$ cat config.mk
export PLATFORM = sky130hd
export DESIGN_NAME = sniffer_capture_deframer
export DESIGN_NICKNAME = d
export VERILOG_FILES = /design/src/hdl/scd_pkg.sv /design/src/hdl/sniffer_capture_deframer.sv /design/src/hdl/scd_front.sv /design/src/hdl/scd_queue.sv /design/src/hdl/scd_back.sv
export SDC_FILE = /design/constraint.sdc
export NUM_CORES = 1
export LEC_CHECK = 0
export ABC_AREA = 0
export ABC_CLOCK_PERIOD_IN_PS = 28600
export BUFFER_PORTS_ARGS = -buffer_cell sky130_fd_sc_hd__buf_2
export CAP_MARGIN = 15
export CORE_MARGIN = 5
export CORE_UTILIZATION = 50
export DETAILED_ROUTE_END_ITERATION = 8
export PLACE_DENSITY = 0.66
export SLEW_MARGIN = 0
export SYNTH_ARGS = -nofsm -noshare
export SYNTH_HDL_FRONTEND = slang
export SYNTH_SLANG_ARGS = --single-unit
export TNS_END_PERCENT = 20
$ cat constraint.sdc
create_clock -name aclk -period 28.6 [get_ports aclk]
set_input_delay 1.43 -clock aclk [delete_from_list [all_inputs] [get_ports aclk]]
set_output_delay 1.43 -clock aclk [all_outputs]
set_load 0.005 [all_outputs]
$ cat src/hdl/scd_pkg.sv
// Shared types, constants and helpers for the capture-stream deframer.
// Used by scd_front, scd_queue, scd_back and the top level.
package scd_pkg;

    localparam int MAX_FRAME_SIZE_DEF = 1280;
    localparam int QUEUE_DEPTH_DEF    = 4;

    localparam int TICK_UPPER_W = 20;
    localparam int TICKS_W      = 40;
    localparam int TIME_W       = 45;
    localparam int SIZE_W       = 11;
    localparam int DIGIT_W      = 8;
    localparam int DIV_STAGES   = TICKS_W / DIGIT_W;

    localparam int HDR_STATUS_LEN = 4;
    localparam int HDR_DATA_LEN   = 7;

    localparam int TDATA_W = 96;

    typedef enum logic [1:0] {
        KIND_STATUS  = 2'd0,
        KIND_HEADER  = 2'd1,
        KIND_PAYLOAD = 2'd2,
        KIND_DESYNC  = 2'd3
    } kind_t;

    typedef enum logic [1:0] {
        ERR_TOGGLE = 2'd0,
        ERR_ZERO   = 2'd1,
        ERR_SIZE   = 2'd2
    } err_t;

    typedef enum logic [2:0] {
        TRIG_OFF  = 3'd0,
        TRIG_LOW  = 3'd1,
        TRIG_HIGH = 3'd2,
        TRIG_FALL = 3'd3,
        TRIG_RISE = 3'd4
    } trig_mode_t;

    typedef enum logic [1:0] {
        LT_LOW     = 2'd0,
        LT_HIGH    = 2'd1,
        LT_UNKNOWN = 2'd2
    } last_trig_t;

    // One command from the parser to the executing side
    typedef struct packed {
        kind_t              kind;
        logic               upd_time;
        logic [TICKS_W-1:0] ticks;
        logic [7:0]         b3;
        logic [SIZE_W-1:0]  plen;
        logic [15:0]        duration;
        logic [7:0]         pbyte;
        logic               last;
        err_t               err;
    } cmd_t;

    typedef struct packed {
        logic [DIGIT_W-1:0] q;
        logic [1:0]         r;
    } div_t;

    // One digit of long division by 3, MSB first
    function automatic div_t div3_digit(input logic [1:0] rem_in,
                                        input logic [DIGIT_W-1:0] digit);
        div_t       res;
        logic [2:0] part;
        logic [1:0] r;
        r = rem_in;
        res.q = '0;
        for (int k = DIGIT_W - 1; k >= 0; k--) begin
            part = {r, digit[k]};
            if (part >= 3'd3) begin
                res.q[k] = 1'b1;
                r = 2'(part - 3'd3);
            end else begin
                res.q[k] = 1'b0;
                r = part[1:0];
            end
        end
        res.r = r;
        return res;
    endfunction

endpackage

$ cat src/hdl/sniffer_capture_deframer.sv
// Capture-stream deframer for a USB bus sniffer.
// Input: one stream byte per item on s_tdata. Output: one result item per
// completed header, per payload byte, and one for a loss of framing.
// m_tuser carries the result kind, m_tlast marks the final payload byte.
// Config: cfg_data sets the trigger mode; write only while the block is idle.
// Throughput: one byte per cycle while nothing stalls. The parser takes a
// byte every cycle while its command queue has room; the back end retires
// one command per cycle while its output register is free or being taken.
// An accepted byte passes through a queue slot, the five-stage divide-by-3
// pipeline that turns ticks into ns, and the output register to m_tvalid.
// When an output item waits with m_tready low the back end holds; the queue
// keeps s_tready high until it fills (QUEUE_DEPTH items), then s_tready drops.
// After a framing error the block accepts and drops every byte until reset.
// Reset (aresetn low, synchronous) clears framing, the tick extension and
// the frame time, and reloads the capture gate for trigger mode disabled.
// Depends on scd_pkg, scd_front, scd_queue, scd_back.
module sniffer_capture_deframer #(
    parameter int MAX_FRAME_SIZE = scd_pkg::MAX_FRAME_SIZE_DEF,
    parameter int QUEUE_DEPTH    = scd_pkg::QUEUE_DEPTH_DEF
) (
    input  logic                        aclk,
    input  logic                        aresetn,
    input  logic                        s_tvalid,
    output logic                        s_tready,
    input  logic [7:0]                  s_tdata,   // [7:0] rx_byte
    output logic                        m_tvalid,
    input  logic                        m_tready,
    // [44:0] timestamp_ns, [48:45] line_state, [50:49] status_bits,
    // [52:51] bus_speed, [53] capture_on, [64:54] payload_length,
    // [67:65] error_flags, [83:68] duration, [91:84] payload_byte,
    // [93:92] error_code, [95:94] zero
    output logic [scd_pkg::TDATA_W-1:0] m_tdata,
    output logic [1:0]                  m_tuser,   // [1:0] kind
    output logic                        m_tlast,
    input  logic                        cfg_valid,
    output logic                        cfg_ready,
    input  logic [2:0]                  cfg_data   // trigger_mode
);
    import scd_pkg::*;

    logic q_push, q_pop, q_empty, q_full;
    cmd_t q_din, q_dout;

    assign cfg_ready = 1'b1;

    scd_front #(
        .MAX_FRAME_SIZE(MAX_FRAME_SIZE)
    ) u_front (
        .aclk    (aclk),
        .aresetn (aresetn),
        .in_valid(s_tvalid),
        .in_ready(s_tready),
        .in_byte (s_tdata),
        .q_full  (q_full),
        .push    (q_push),
        .cmd     (q_din)
    );

    scd_queue #(
        .DEPTH(QUEUE_DEPTH)
    ) u_queue (
        .aclk   (aclk),
        .aresetn(aresetn),
        .push   (q_push),
        .din    (q_din),
        .pop    (q_pop),
        .dout   (q_dout),
        .empty  (q_empty),
        .full   (q_full)
    );

    scd_back u_back (
        .aclk     (aclk),
        .aresetn  (aresetn),
        .cfg_valid(cfg_valid),
        .cfg_data (cfg_data),
        .cmd_avail(!q_empty),
        .cmd      (q_dout),
        .cmd_pop  (q_pop),
        .m_tvalid (m_tvalid),
        .m_tready (m_tready),
        .m_tdata  (m_tdata),
        .m_tuser  (m_tuser),
        .m_tlast  (m_tlast)
    );

endmodule

$ cat src/hdl/scd_front.sv
// Front end: takes stream bytes, tracks framing, checks headers and
// extends the tick count. Emits one command per result. Uses scd_pkg.
module scd_front #(
    parameter int MAX_FRAME_SIZE = scd_pkg::MAX_FRAME_SIZE_DEF
) (
    input  logic          aclk,
    input  logic          aresetn,
    input  logic          in_valid,
    output logic          in_ready,
    input  logic [7:0]    in_byte,
    input  logic          q_full,
    output logic          push,
    output scd_pkg::cmd_t cmd
);
    import scd_pkg::*;

    localparam logic [SIZE_W-1:0] MAX_SZ = SIZE_W'(MAX_FRAME_SIZE);
    localparam logic [SIZE_W-1:0] MIN_SZ = SIZE_W'(HDR_DATA_LEN);

    logic [7:0]              hs_reg [HDR_DATA_LEN];
    logic [2:0]              idx_reg, idx_next;
    logic                    in_header_reg, in_header_next;
    logic                    is_status_reg, is_status_next;
    logic                    exp_tog_reg, exp_tog_next;
    logic [TICK_UPPER_W-1:0] tick_upper_reg, tick_upper_next;
    logic [SIZE_W-1:0]       rem_reg, rem_next;
    logic                    halted_reg, halted_next;

    logic                    accept;
    logic                    hs_we;
    logic                    st;
    logic [2:0]              last_idx;
    logic [7:0]              h0;
    logic [TICK_UPPER_W-1:0] tu;
    logic [SIZE_W-1:0]       size;

    assign in_ready = !q_full;
    assign accept   = in_valid && in_ready;

    always_comb begin
        idx_next        = idx_reg;
        in_header_next  = in_header_reg;
        is_status_next  = is_status_reg;
        exp_tog_next    = exp_tog_reg;
        tick_upper_next = tick_upper_reg;
        rem_next        = rem_reg;
        halted_next     = halted_reg;
        hs_we           = 1'b0;
        push            = 1'b0;
        cmd             = '0;

        st       = (idx_reg == 3'd0) ? !in_byte[7] : is_status_reg;
        last_idx = st ? 3'(HDR_STATUS_LEN - 1) : 3'(HDR_DATA_LEN - 1);
        h0       = hs_reg[0];
        tu       = tick_upper_reg + TICK_UPPER_W'(h0[4]);
        size     = {hs_reg[3][2:0], hs_reg[4]};

        cmd.ticks = {tu, h0[3:0], hs_reg[1], hs_reg[2]};

        if (accept && !halted_reg) begin
            if (!in_header_reg) begin
                rem_next  = rem_reg - 1'b1;
                push      = 1'b1;
                cmd.kind  = KIND_PAYLOAD;
                cmd.pbyte = in_byte;
                cmd.last  = (rem_next == '0);
                if (rem_next == '0) begin
                    in_header_next = 1'b1;
                end
            end else begin
                is_status_next = st;
                hs_we          = 1'b1;
                if (idx_reg != last_idx) begin
                    idx_next = idx_reg + 3'd1;
                end else begin
                    idx_next = '0;
                    push     = 1'b1;
                    if (h0[6] != exp_tog_reg) begin
                        cmd.kind    = KIND_DESYNC;
                        cmd.err     = ERR_TOGGLE;
                        halted_next = 1'b1;
                    end else if (h0[5]) begin
                        cmd.kind    = KIND_DESYNC;
                        cmd.err     = ERR_ZERO;
                        halted_next = 1'b1;
                    end else begin
                        tick_upper_next = tu;
                        exp_tog_next    = !h0[6];
                        cmd.upd_time    = 1'b1;
                        if (st) begin
                            cmd.kind = KIND_STATUS;
                            cmd.b3   = in_byte;
                        end else if (size < MIN_SZ || size > MAX_SZ) begin
                            cmd.kind    = KIND_DESYNC;
                            cmd.err     = ERR_SIZE;
                            halted_next = 1'b1;
                        end else begin
                            rem_next       = size - MIN_SZ;
                            in_header_next = (rem_next == '0);
                            cmd.kind       = KIND_HEADER;
                            cmd.b3         = hs_reg[3];
                            cmd.plen       = rem_next;
                            cmd.duration   = {hs_reg[5], in_byte};
                        end
                    end
                end
            end
        end
    end

    always_ff @(posedge aclk) begin
        if (hs_we) begin
            hs_reg[idx_reg] <= in_byte;
        end
    end

    always_ff @(posedge aclk) begin
        if (!aresetn) begin
            idx_reg        <= '0;
            in_header_reg  <= 1'b1;
            is_status_reg  <= 1'b0;
            exp_tog_reg    <= 1'b0;
            tick_upper_reg <= '0;
            rem_reg        <= '0;
            halted_reg     <= 1'b0;
        end else begin
            idx_reg        <= idx_next;
            in_header_reg  <= in_header_next;
            is_status_reg  <= is_status_next;
            exp_tog_reg    <= exp_tog_next;
            tick_upper_reg <= tick_upper_next;
            rem_reg        <= rem_next;
            halted_reg     <= halted_next;
        end
    end

endmodule

$ cat src/hdl/scd_queue.sv
// Short command queue between parser and executing side.
// Register-based ring buffer of scd_pkg::cmd_t entries.
module scd_queue #(
    parameter int DEPTH = scd_pkg::QUEUE_DEPTH_DEF
) (
    input  logic          aclk,
    input  logic          aresetn,
    input  logic          push,
    input  scd_pkg::cmd_t din,
    input  logic          pop,
    output scd_pkg::cmd_t dout,
    output logic          empty,
    output logic          full
);
    import scd_pkg::*;

    localparam int PTR_W = $clog2(DEPTH);
    localparam int CNT_W = $clog2(DEPTH + 1);
    localparam logic [PTR_W-1:0] PTR_LAST = PTR_W'(DEPTH - 1);
    localparam logic [CNT_W-1:0] CNT_FULL = CNT_W'(DEPTH);

    cmd_t             mem [DEPTH];
    logic [PTR_W-1:0] wr_ptr_reg, wr_ptr_next;
    logic [PTR_W-1:0] rd_ptr_reg, rd_ptr_next;
    logic [CNT_W-1:0] cnt_reg, cnt_next;
    logic             do_push, do_pop;

    assign empty   = (cnt_reg == '0);
    assign full    = (cnt_reg == CNT_FULL);
    assign do_push = push && !full;
    assign do_pop  = pop && !empty;
    assign dout    = mem[rd_ptr_reg];

    always_comb begin
        wr_ptr_next = wr_ptr_reg;
        rd_ptr_next = rd_ptr_reg;
        cnt_next    = cnt_reg;
        if (do_push) begin
            wr_ptr_next = (wr_ptr_reg == PTR_LAST) ? '0 : wr_ptr_reg + 1'b1;
        end
        if (do_pop) begin
            rd_ptr_next = (rd_ptr_reg == PTR_LAST) ? '0 : rd_ptr_reg + 1'b1;
        end
        if (do_push && !do_pop) begin
            cnt_next = cnt_reg + 1'b1;
        end else if (do_pop && !do_push) begin
            cnt_next = cnt_reg - 1'b1;
        end
    end

    always_ff @(posedge aclk) begin
        if (do_push) begin
            mem[wr_ptr_reg] <= din;
        end
    end

    always_ff @(posedge aclk) begin
        if (!aresetn) begin
            wr_ptr_reg <= '0;
            rd_ptr_reg <= '0;
            cnt_reg    <= '0;
        end else begin
            wr_ptr_reg <= wr_ptr_next;
            rd_ptr_reg <= rd_ptr_next;
            cnt_reg    <= cnt_next;
        end
    end

endmodule

$ cat src/hdl/scd_back.sv
// Back end: tick-to-ns conversion pipeline, capture gate, output register.
// Consumes scd_pkg::cmd_t from scd_queue.
module scd_back (
    input  logic                        aclk,
    input  logic                        aresetn,
    input  logic                        cfg_valid,
    input  logic [2:0]                  cfg_data,
    input  logic                        cmd_avail,
    input  scd_pkg::cmd_t               cmd,
    output logic                        cmd_pop,
    output logic                        m_tvalid,
    input  logic                        m_tready,
    output logic [scd_pkg::TDATA_W-1:0] m_tdata,
    output logic [1:0]                  m_tuser,
    output logic                        m_tlast
);
    import scd_pkg::*;

    typedef struct packed {
        cmd_t               cmd;
        logic [TICKS_W-1:0] quo;
        logic [1:0]         rem;
    } pipe_t;

    pipe_t                 pipe_reg  [DIV_STAGES];
    pipe_t                 pipe_next [DIV_STAGES];
    logic [DIV_STAGES-1:0] pv_reg, pv_next;

    trig_mode_t        mode_reg, mode_next;
    logic              cap_reg, cap_next;
    last_trig_t        lt_reg, lt_next;
    logic [TIME_W-1:0] ft_reg, ft_next;

    logic               out_valid_reg, out_valid_next;
    logic [TDATA_W-1:0] out_data_reg, out_data_next;
    logic [1:0]         out_kind_reg, out_kind_next;
    logic               out_last_reg, out_last_next;

    logic              en;
    div_t              dig [DIV_STAGES];
    pipe_t             fin;
    logic [TIME_W-1:0] ft_new;
    logic [TIME_W-1:0] ts;
    logic              trig;
    last_trig_t        trig_lt;
    logic              cap_eval;
    logic              cap_out;
    logic [10:0]       plen;
    logic [2:0]        eflags;
    logic [15:0]       dur;
    logic [7:0]        pbyte;
    logic [1:0]        ecode;
    logic [3:0]        lstate;
    logic [1:0]        sbits;
    logic [1:0]        speed;

    // whole pipeline holds while the output item waits
    assign en      = !out_valid_reg || m_tready;
    assign cmd_pop = en && cmd_avail;

    always_comb begin
        dig[0]            = div3_digit(2'd0, cmd.ticks[TICKS_W-1 -: DIGIT_W]);
        pipe_next[0].cmd  = cmd;
        pipe_next[0].quo  = TICKS_W'(dig[0].q);
        pipe_next[0].rem  = dig[0].r;
        pv_next[0]        = cmd_avail;
        for (int i = 1; i < DIV_STAGES; i++) begin
            dig[i] = div3_digit(pipe_reg[i-1].rem,
                                pipe_reg[i-1].cmd.ticks[TICKS_W-1-DIGIT_W*i -: DIGIT_W]);
            pipe_next[i].cmd = pipe_reg[i-1].cmd;
            pipe_next[i].quo = {pipe_reg[i-1].quo[TICKS_W-DIGIT_W-1:0], dig[i].q};
            pipe_next[i].rem = dig[i].r;
            pv_next[i]       = pv_reg[i-1];
        end
    end

    // ticks*100/6 = 16*t + 2*(t/3) + (1 when t mod 3 is 2)
    always_comb begin
        fin    = pipe_reg[DIV_STAGES-1];
        ft_new = TIME_W'({fin.cmd.ticks, 4'b0000}) + TIME_W'({fin.quo, 1'b0})
                 + TIME_W'(fin.rem == 2'd2);
        trig    = fin.cmd.b3[5];
        trig_lt = trig ? LT_HIGH : LT_LOW;

        cap_eval = cap_reg;
        if (trig_lt != lt_reg) begin
            unique case (mode_reg)
                TRIG_OFF:  cap_eval = 1'b1;
                TRIG_LOW:  cap_eval = !trig;
                TRIG_HIGH: cap_eval = trig;
                TRIG_FALL: cap_eval = cap_reg || (!trig && lt_reg == LT_HIGH);
                TRIG_RISE: cap_eval = cap_reg || (trig && lt_reg == LT_LOW);
                default:   cap_eval = cap_reg;
            endcase
        end

        ts      = fin.cmd.upd_time ? ft_new : ft_reg;
        cap_out = cap_reg;
        plen    = '0;
        eflags  = '0;
        dur     = '0;
        pbyte   = '0;
        ecode   = '0;
        lstate  = '0;
        sbits   = '0;
        speed   = '0;
        out_last_next = 1'b0;
        unique case (fin.cmd.kind)
            KIND_STATUS: begin
                cap_out = cap_eval;
                lstate  = fin.cmd.b3[3:0];
                sbits   = fin.cmd.b3[5:4];
                speed   = fin.cmd.b3[7:6];
            end
            KIND_HEADER: begin
                plen   = fin.cmd.plen;
                eflags = fin.cmd.b3[5:3];
                dur    = fin.cmd.duration;
            end
            KIND_PAYLOAD: begin
                pbyte         = fin.cmd.pbyte;
                out_last_next = fin.cmd.last;
            end
            KIND_DESYNC: begin
                ecode = fin.cmd.err;
            end
        endcase

        // tdata: ts, line state, status, speed, capture, length, flags,
        // duration, payload byte, error code
        out_data_next = {2'b00, ecode, pbyte, dur, eflags, plen, cap_out,
                         speed, sbits, lstate, ts};
        out_kind_next = fin.cmd.kind;
        out_valid_next = en ? pv_reg[DIV_STAGES-1] : out_valid_reg;

        mode_next = mode_reg;
        cap_next  = cap_reg;
        lt_next   = lt_reg;
        ft_next   = ft_reg;
        if (en && pv_reg[DIV_STAGES-1]) begin
            if (fin.cmd.upd_time) begin
                ft_next = ft_new;
            end
            if (fin.cmd.kind == KIND_STATUS) begin
                cap_next = cap_eval;
                lt_next  = trig_lt;
            end
        end
        if (cfg_valid) begin
            mode_next = trig_mode_t'(cfg_data);
            cap_next  = (cfg_data == TRIG_OFF);
            lt_next   = LT_UNKNOWN;
        end
    end

    always_ff @(posedge aclk) begin
        if (en) begin
            for (int i = 0; i < DIV_STAGES; i++) begin
                pipe_reg[i] <= pipe_next[i];
            end
            out_data_reg <= out_data_next;
            out_kind_reg <= out_kind_next;
            out_last_reg <= out_last_next;
        end
    end

    always_ff @(posedge aclk) begin
        if (!aresetn) begin
            pv_reg        <= '0;
            out_valid_reg <= 1'b0;
            mode_reg      <= TRIG_OFF;
            cap_reg       <= 1'b1;
            lt_reg        <= LT_UNKNOWN;
            ft_reg        <= '0;
        end else begin
            if (en) begin
                pv_reg <= pv_next;
            end
            out_valid_reg <= out_valid_next;
            mode_reg      <= mode_next;
            cap_reg       <= cap_next;
            lt_reg        <= lt_next;
            ft_reg        <= ft_next;
        end
    end

    assign m_tvalid = out_valid_reg;
    assign m_tdata  = out_data_reg;
    assign m_tuser  = out_kind_reg;
    assign m_tlast  = out_last_reg;

endmodule

==> results.md, run 1 <==
* Status: finished, final reports clean
* Most common cell after layout, fill and taps aside: edfxtp_1
* Critical path startpoint: u_back.pipe_reg[0][242]
* Yosys warnings at 0
* Clk sinks at 1174
* First-pass GRT wire length at 129000 um
* CP Max Fanout at 9
* Number of global-route vias before repair at 23.5k
* Drt total wl at 81300 um
* DR vias at 23.3k
* Max-Cap Viols at 0
* CTS root buffer: clkbuf_16
* Largest register FFs at 570
* Post-synth EDFFs at 1070
* Multiplexer area fraction after synthesis at 0.0592
* Area leader, netlist: edfxtp_1
* Reg2reg start: u_back.pipe_reg[0][242]
* Slew Viols, Final at 0
* Min Clock Period, post-route at 9.01 ns
* # hold bufs at CTS at 0
* Largest family of logic cells by synthesized area: simple AND/OR/NAND/NOR gates
* Post-Synth Adder-Cell Area at 0.0254
* TritonCTS clock tree: done
* Final Setup Violations at 0
* Layout Nets at 3028
* Initial antenna violation count at 5
* Fin. Hold Viols at 0
* Avg Cell Area, Syn at 16.6 um2
* I/O Pins at 118
* VDD IR max at 84.7 uV
* Post-Synth Simple-Gate Area at 0.0763
* Clock transition at path regs at 0.06 ns
* Combinational power share at 0.345
* Starting Density at 0.505
* CP Capture Type: register
* Area Growth Syn to Fin at 12.7%
* Power Density at 120 mW/mm2
* Relative slew slack at 0.218
* P_sw at 1950 uW
* Worst path bufs/invs at 3
* WP data required at 29.02 ns
* Rows at 110
* Hold path startpoint: u_back.pipe_reg[0][80]
* Synthesized flop and latch total at 1174
* Max incr delay on CP at 0.49 ns
* Setup crit start kind: register
* Post-Synthesis Cells at 2739
* Die extent in x at 312 um
* Top_reg_cell synth: edfxtp_1
* Longest Clk Path Bufs at 3
* Initial detailed-routing violation count at 1950
* TritonRoute pass-1 iters at 6
* Largest net degree at the start of global routing at 153
* Seq pwr share at 0.414
* Final period utilization at 0.315
* # Post-CTS Setup Buffers at 0
* Post-Synth XOR/XNOR Area at 0.0144
* Sw Share at 0.317
* Compound-Gate Fraction of Synth Area at 0.0618
* Slew @ Worst Pin at 1.17 ns
* Critical path's top delay family: compound AO/OA/AOI/OAI gates
* Residual DRC at 0
* HPWL after detailed placement at 49300 um
* Clock skew at 0.0274 ns
* Placement-stage cell area at 0.0475 mm2
* WL/cell at 19.4 um
* Netlist cell types at 93
* Clock power frac at 0.241
* Overflow after GRT at 0
* Most frequent cells in the layout: edfxtp_1 (1070), nand2_1 (178), nor2_1 (172)
* Gr usage total at 0.165
* Port buffer count at 114
* TritonCTS Buffers at 115
* Clock latency on the worst-skew pair at 0.69 ns
* Ranking of synthesized cells by area: edfxtp_1 (71%), dfxtp_1 (4.6%), mux4_2 (4.4%), ha_1 (2.4%), nand2_1 (1.5%)
* Cell Area, Synth at 0.0455 mm2
* Slowest-stage cell, CP: edfxtp_1
* WS Path Type: register to register
* Top-area cell type share of the netlist area at 0.706
* Layout fillers at 6829
* Worst hold path class: register to register
* Seq/Total Area, Yosys at 0.752
* Share of synthesized registers carrying an async set or reset at 0
* Chip height at 312 um
* Vias/cell at 5.55
* Leakage at 0.0191 uW
* Design Area, Final at 0.0513 mm2
* H-tree depth at 3
* WP data arrival at 9.43 ns
* Achievable Freq at 0.111 GHz
* Core area at 0.0901 mm2
* DRT antenna net count at 0
* Fraction of layout cells with a size suffix above 1 at 0.163
* CP dominant cell by count: ha_1
* Setup TNS at 0 ns
* Placer Congestion at 0.818
* Internal Power at 4200 uW
* RSZ-0062 raised after global routing: false
* Die Area at 0.0971 mm2
* Post_cts resized at 0
power by group through the flow:
stage	clock, uW	sequential, uW	combinational [uW]
6_report	1480	2550	2120
5_1_grt	1600	2580	2360
4_1_cts	1520	2550	2120
3_5_place_dp	0	2590	2090
3_3_place_gp	0	2570	1980
2_1_floorplan	0	2510	1660
logic make-up (layout without fill, tap and decap cells):
logic type,count (synthesis),in the layout
AND/OR/NAND/NOR,698,698
multiplexers,152,152
buffers and inverters,129,409
adder cells (fa/ha/maj),91,91
AO/OA/AOI/OAI,418,418
XOR/XNOR,75,75
flip-flops,1174,1174
other,2,5
cell usage after synthesis (all sizes together) (7+ instances only):
cell    number
dfxtp      104
a211oi      16
mux2i       23
and2        87
xnor2       41
nand2b      18
and3        25
o21ai       76
o21a        15
a221oi       7
a21o        39
nor3        54
xor2        34
a211o       10
ha          89
nand2      178
o211ai       9
a31oi       16
nand4        8
mux2        40
nor3b       15
or2         13
buf         18
clkbuf      57
mux4        89
nor2b       32
edfxtp    1070
or3         28
nor4        12
nor2       172
nand3       36
o21bai      11
a22o         9
inv         53
a21oi      130
area by class of cell:
cell class,count,area (um2),share of cell area
clock inverters,66,622,0.0121
clock buffers,150,3170,0.0619
multi-input cells,1437,10800,0.211
inverters,54,210,0.00410
diodes,2,5.00,0.0000976
well taps,1176,1470,0.0287
repair buffers,139,758,0.0148
flip-flops and latches,1174,34200,0.667
worst reg2reg max path: cells and delay by family (launching register included):
kind	cells	cell delay [ns]
buffers and inverters	3	0.28
AND/OR/NAND/NOR	9	1.89
adder cells (fa/ha/maj)	8	2.21
AO/OA/AOI/OAI	15	3.30
flip-flops	1	0.49
multiplexers	2	0.62
stage by stage:
stage	cells	setup WS, ns	hold WS (ns)	power [uW]	utilization
floorplan	2740	8.38	0.400	4170	-
CTS	4196	19.72	0.398	6190	0.569
global placement	3980	20.49	0.400	4550	0.527
detailed placement	3980	19.80	0.405	4670	0.527
finish	4198	19.59	0.401	6150	0.569
global route	4196	18.89	0.416	6540	0.569
per-layer routing:
| metal | part of all wire | global-route usage | vias to the layer above |
|---|---|---|---|
| met5 | 0 | 0 | - |
| met4 | 0.021 | 0.0497 | 0 |
| met3 | 0.053 | 0.0274 | 131 |
| met2 | 0.49 | 0.274 | 564 |
| met1 | 0.43 | 0.227 | 11600 |
| li1 | - | - | 11000 |
final timing paths:
path	depth (start not counted)	end	slack, ns
worst min register to register	0	u_back.pipe_reg[0][211]	0.40
worst max register to register	37	u_back.pipe_reg[0][262]	19.59
worst min-delay path	0	u_back.pipe_reg[0][211]	0.40
worst max-delay path	37	u_back.pipe_reg[0][262]	19.59
No activity file was read; power rests on OpenSTA's default activity.
==> run 2: changes to the inputs <==
Settings changed: ABC_AREA 0 to 1, ABC_CLOCK_PERIOD_IN_PS 28600 to 8850.
Clock period 28.6 ns to 8.85 ns, I/O delays scaled along.
==> run 2 against run 1 <==
  * Wire length hardly changed
  * Critical path depth shrank 5
  * Sequential power grew to 3.5 times the previous value
  * Clock-buffer cell count down 14
  * Largest cell class unchanged
  * Power rose to 3.4 times the previous value
  * Non-clock buffer count is 9 higher
  * Combinational power rose to 3.4 times the previous value
  * Critical path type unchanged
  * Register-to-register slack worse by 17 ns
  * Synthesized area barely moved
  * First-iteration DRC count rose by 5.0%
==> results.md, run 2 <==
* Chip height at 312 um (about the same)
* Status: finished, final reports clean
* Fin. Hold Viols at 0 (unchanged)
* Power Density at 406 mW/mm2 (+240%)
* Final Setup Violations at 0 (unchanged)
* WP data arrival at 6.42 ns (-3.01 ns)
* TritonCTS clock tree: done
* Clk sinks at 1174 (unchanged)
* I/O Pins at 118 (unchanged)
* DRT antenna net count at 0 (unchanged)
* Setup WS post-layout at 2.87 ns (-16.72 ns)
* Core area at 0.0901 mm2 (unchanged)
* WS Path Type: register to register
* Starting Density at 0.505 (about the same)
* TritonRoute pass-1 iters at 6 (unchanged)
* Post-Synth Adder-Cell Area at 0.0254 (about the same)
* Slowest-stage cell, CP: dfxtp_4
* Seq/Total Area, Yosys at 0.752 (about the same)
* Initial antenna violation count at 3 (-2)
* Overall power at 20800 uW (+240%)
* Worst slack at placement at 2.84 ns (-16.97 ns)
* Drt total wl at 81200 um (about the same)
* Post-synth EDFFs at 1070 (unchanged)
* Largest net degree at the start of global routing at 198 (+29%)
* RSZ-0062 raised after global routing: false
* Post-Synthesis Cells at 3429 (+25%)
* VDD IR max at 207 uV (+140%)
* Gr usage total at 0.165 (-0.000224)
* DR vias at 25.1k (+8.0%)
* # Post-CTS Setup Buffers at 0 (unchanged)
* Die Area at 0.0971 mm2 (about the same)
* Area Growth Syn to Fin at 12.5%
* Top-area cell type share of the netlist area at 0.706 (about the same)
* Netlist cell types at 62 (-33%)
* Clock skew at 0.0284 ns (+0.000979 ns)
* Post-Synth XOR/XNOR Area at 0.0106 (-0.00388)
* Rows at 110 (unchanged)
* Synthesized flop and latch total at 1174 (unchanged)
* HPWL after detailed placement at 49600 um (+0.63%)
* Initial detailed-routing violation count at 2048 (+5.0%)
* Most common cell after layout, fill and taps aside: edfxtp_1
* TritonCTS Buffers at 112 (-2.6%)
* Relative slew slack at 0.299 (+0.0810)
* Ranking of synthesized cells by area: edfxtp_1 (71%), dfxtp_1 (4.6%), o21ai_0 (3.4%), nor2_1 (3.4%), inv_1 (3.0%)
* Avg Cell Area, Syn at 13.3 um2 (-20%)
* Longest Clk Path Bufs at 3 (unchanged)
* Overflow after GRT at 0 (unchanged)
* WL/cell at 16.7 um (-14%)
* Number of global-route vias before repair at 24.5k (+4.4%)
* H-tree depth at 3 (unchanged)
* Yosys warnings at 0 (unchanged)
* Largest register FFs at 570 (unchanged)
* Slew @ Worst Pin at 1.05 ns (-0.122 ns)
* Largest family of logic cells by synthesized area: simple AND/OR/NAND/NOR gates
* Layout fillers at 7089 (+3.8%)
* Top_reg_cell synth: edfxtp_1
* Min Clock Period, post-route at 5.98 ns (-3.03 ns)
* Max-Cap Viols at 0 (unchanged)
* Worst hold path class: primary input to register
* Leakage at 0.0203 uW (+6.6%)
* Vias/cell at 5.17 (-6.7%)
* CP Capture Type: register
* Achievable Freq at 0.167 GHz (+51%)
* Compound-Gate Fraction of Synth Area at 0.0762 (+0.0145)
* R2r setup slk at 2.87 ns (-16.72 ns)
* Final period utilization at 0.676 (+0.361)
* Fraction of layout cells with a size suffix above 1 at 0.118 (-0.0453)
* Clock latency on the worst-skew pair at 0.69 ns (about the same)
* Post-Synth Simple-Gate Area at 0.0955 (+0.0192)
* WP data required at 9.28 ns (-19.74 ns)
* Port buffer count at 114 (unchanged)
* Top cells by count, synth: edfxtp_1 (1070), nor2_1 (415), inv_1 (362)
* CP Max Fanout at 90 (+81)
* Area leader, netlist: edfxtp_1
* Setup crit start kind: register
* Most frequent cells in the layout: edfxtp_1 (1070), nor2_1 (409), inv_1 (359), nand2_1 (359), o21ai_0 (311)
* Die extent in x at 312 um (about the same)
* Clock transition at path regs at 0.06 ns (about the same)
* Share of synthesized registers carrying an async set or reset at 0 (unchanged)
* Setup TNS at 0 ns (unchanged)
* Layout Nets at 3693 (+22%)
* Top-count cell post-synth: edfxtp_1
* Fin util at 0.568 (-0.00108)
* Slew Viols, Final at 0 (unchanged)
* Max incr delay on CP at 0.96 ns (+0.47 ns)
* Placer Congestion at 0.844 (+3.2%)
* First-pass GRT wire length at 130000 um (+0.71%)
* CTS root buffer: clkbuf_16
* Cell Area, Synth at 0.0455 mm2 (about the same)
* Multiplexer area fraction after synthesis at 0 (-0.0592)
* Residual DRC at 0 (unchanged)
-- run 2: routing by layer --
layer,global-route usage,part of all wire,vias to the layer above
li1,-,-,12400
met2,0.289,0.50,513
met3,0.0272,0.045,120
met4,0.0437,0.023,0
met5,0,0,-
met1,0.215,0.43,12100
-- run 2: cell type report --
| type | count | area [um2] | area share |
|---|---|---|---|
| flip-flops and latches | 1174 | 34200 | 0.669 |
| clock inverters | 73 | 761 | 0.0149 |
| repair buffers | 148 | 846 | 0.0165 |
| multi-input cells | 1774 | 9510 | 0.186 |
| clock buffers | 136 | 2960 | 0.0577 |
| inverters | 376 | 1420 | 0.0277 |
| diodes | 2 | 5.00 | 0.0000978 |
| well taps | 1176 | 1470 | 0.0287 |
-- run 2: report_power, final --
part,total (uW),switching [uW],internal (uW)
sequential,8870,615,8250
combinational,7210,4670,2540
clock,4710,2000,2720
total,20800,7290,13500
-- run 2: worst paths after layout --
path,from,endpoint,cells past startpoint
hold / removal,cfg_valid,u_back.mode_reg[2],2
hold reg to reg,u_back.pipe_reg[0][370],u_back.pipe_reg[0][501],0
setup reg to reg,register,u_back.pipe_reg[0][0],32
setup / recovery,register,u_back.pipe_reg[0][0],32
-- run 2: kinds of logic after synthesis --
family,count (synthesis)
flip-flops,1174
AND/OR/NAND/NOR,1010
buffers and inverters,482
AO/OA/AOI/OAI,616
other,2
adder cells (fa/ha/maj),91
XOR/XNOR,54
-- run 2: worst max-delay path, delay by kind of cell (launching register included) --
| kind | cells | cell delay [ns] |
|---|---|---|
| AOI/OAI and AO/OA | 5 | 0.88 |
| adders and majority gates | 6 | 1.18 |
| DFF | 1 | 0.96 |
| buffers and inverters | 8 | 1.08 |
| and+or+nand+nor | 12 | 1.43 |
| xor gates and xnor gates | 1 | 0.23 |
-- run 2: what timing repair did --
action,CTS,global route
gates resized for setup,0,0
endpoints found under the setup margin,0,0
hold buffers,2,0
hold endpoints to repair,3,0
-- run 2: metrics by stage --
step                std cells  instance area, um2  hold slack, ns
floorplan                3430               45500           0.400
global placement         4644               47400           0.400
detailed placement       4644               47400           0.405
CTS                      4855               51200          0.0222
global route             4857               51200          0.0567
finish                   4859               51200          0.0604
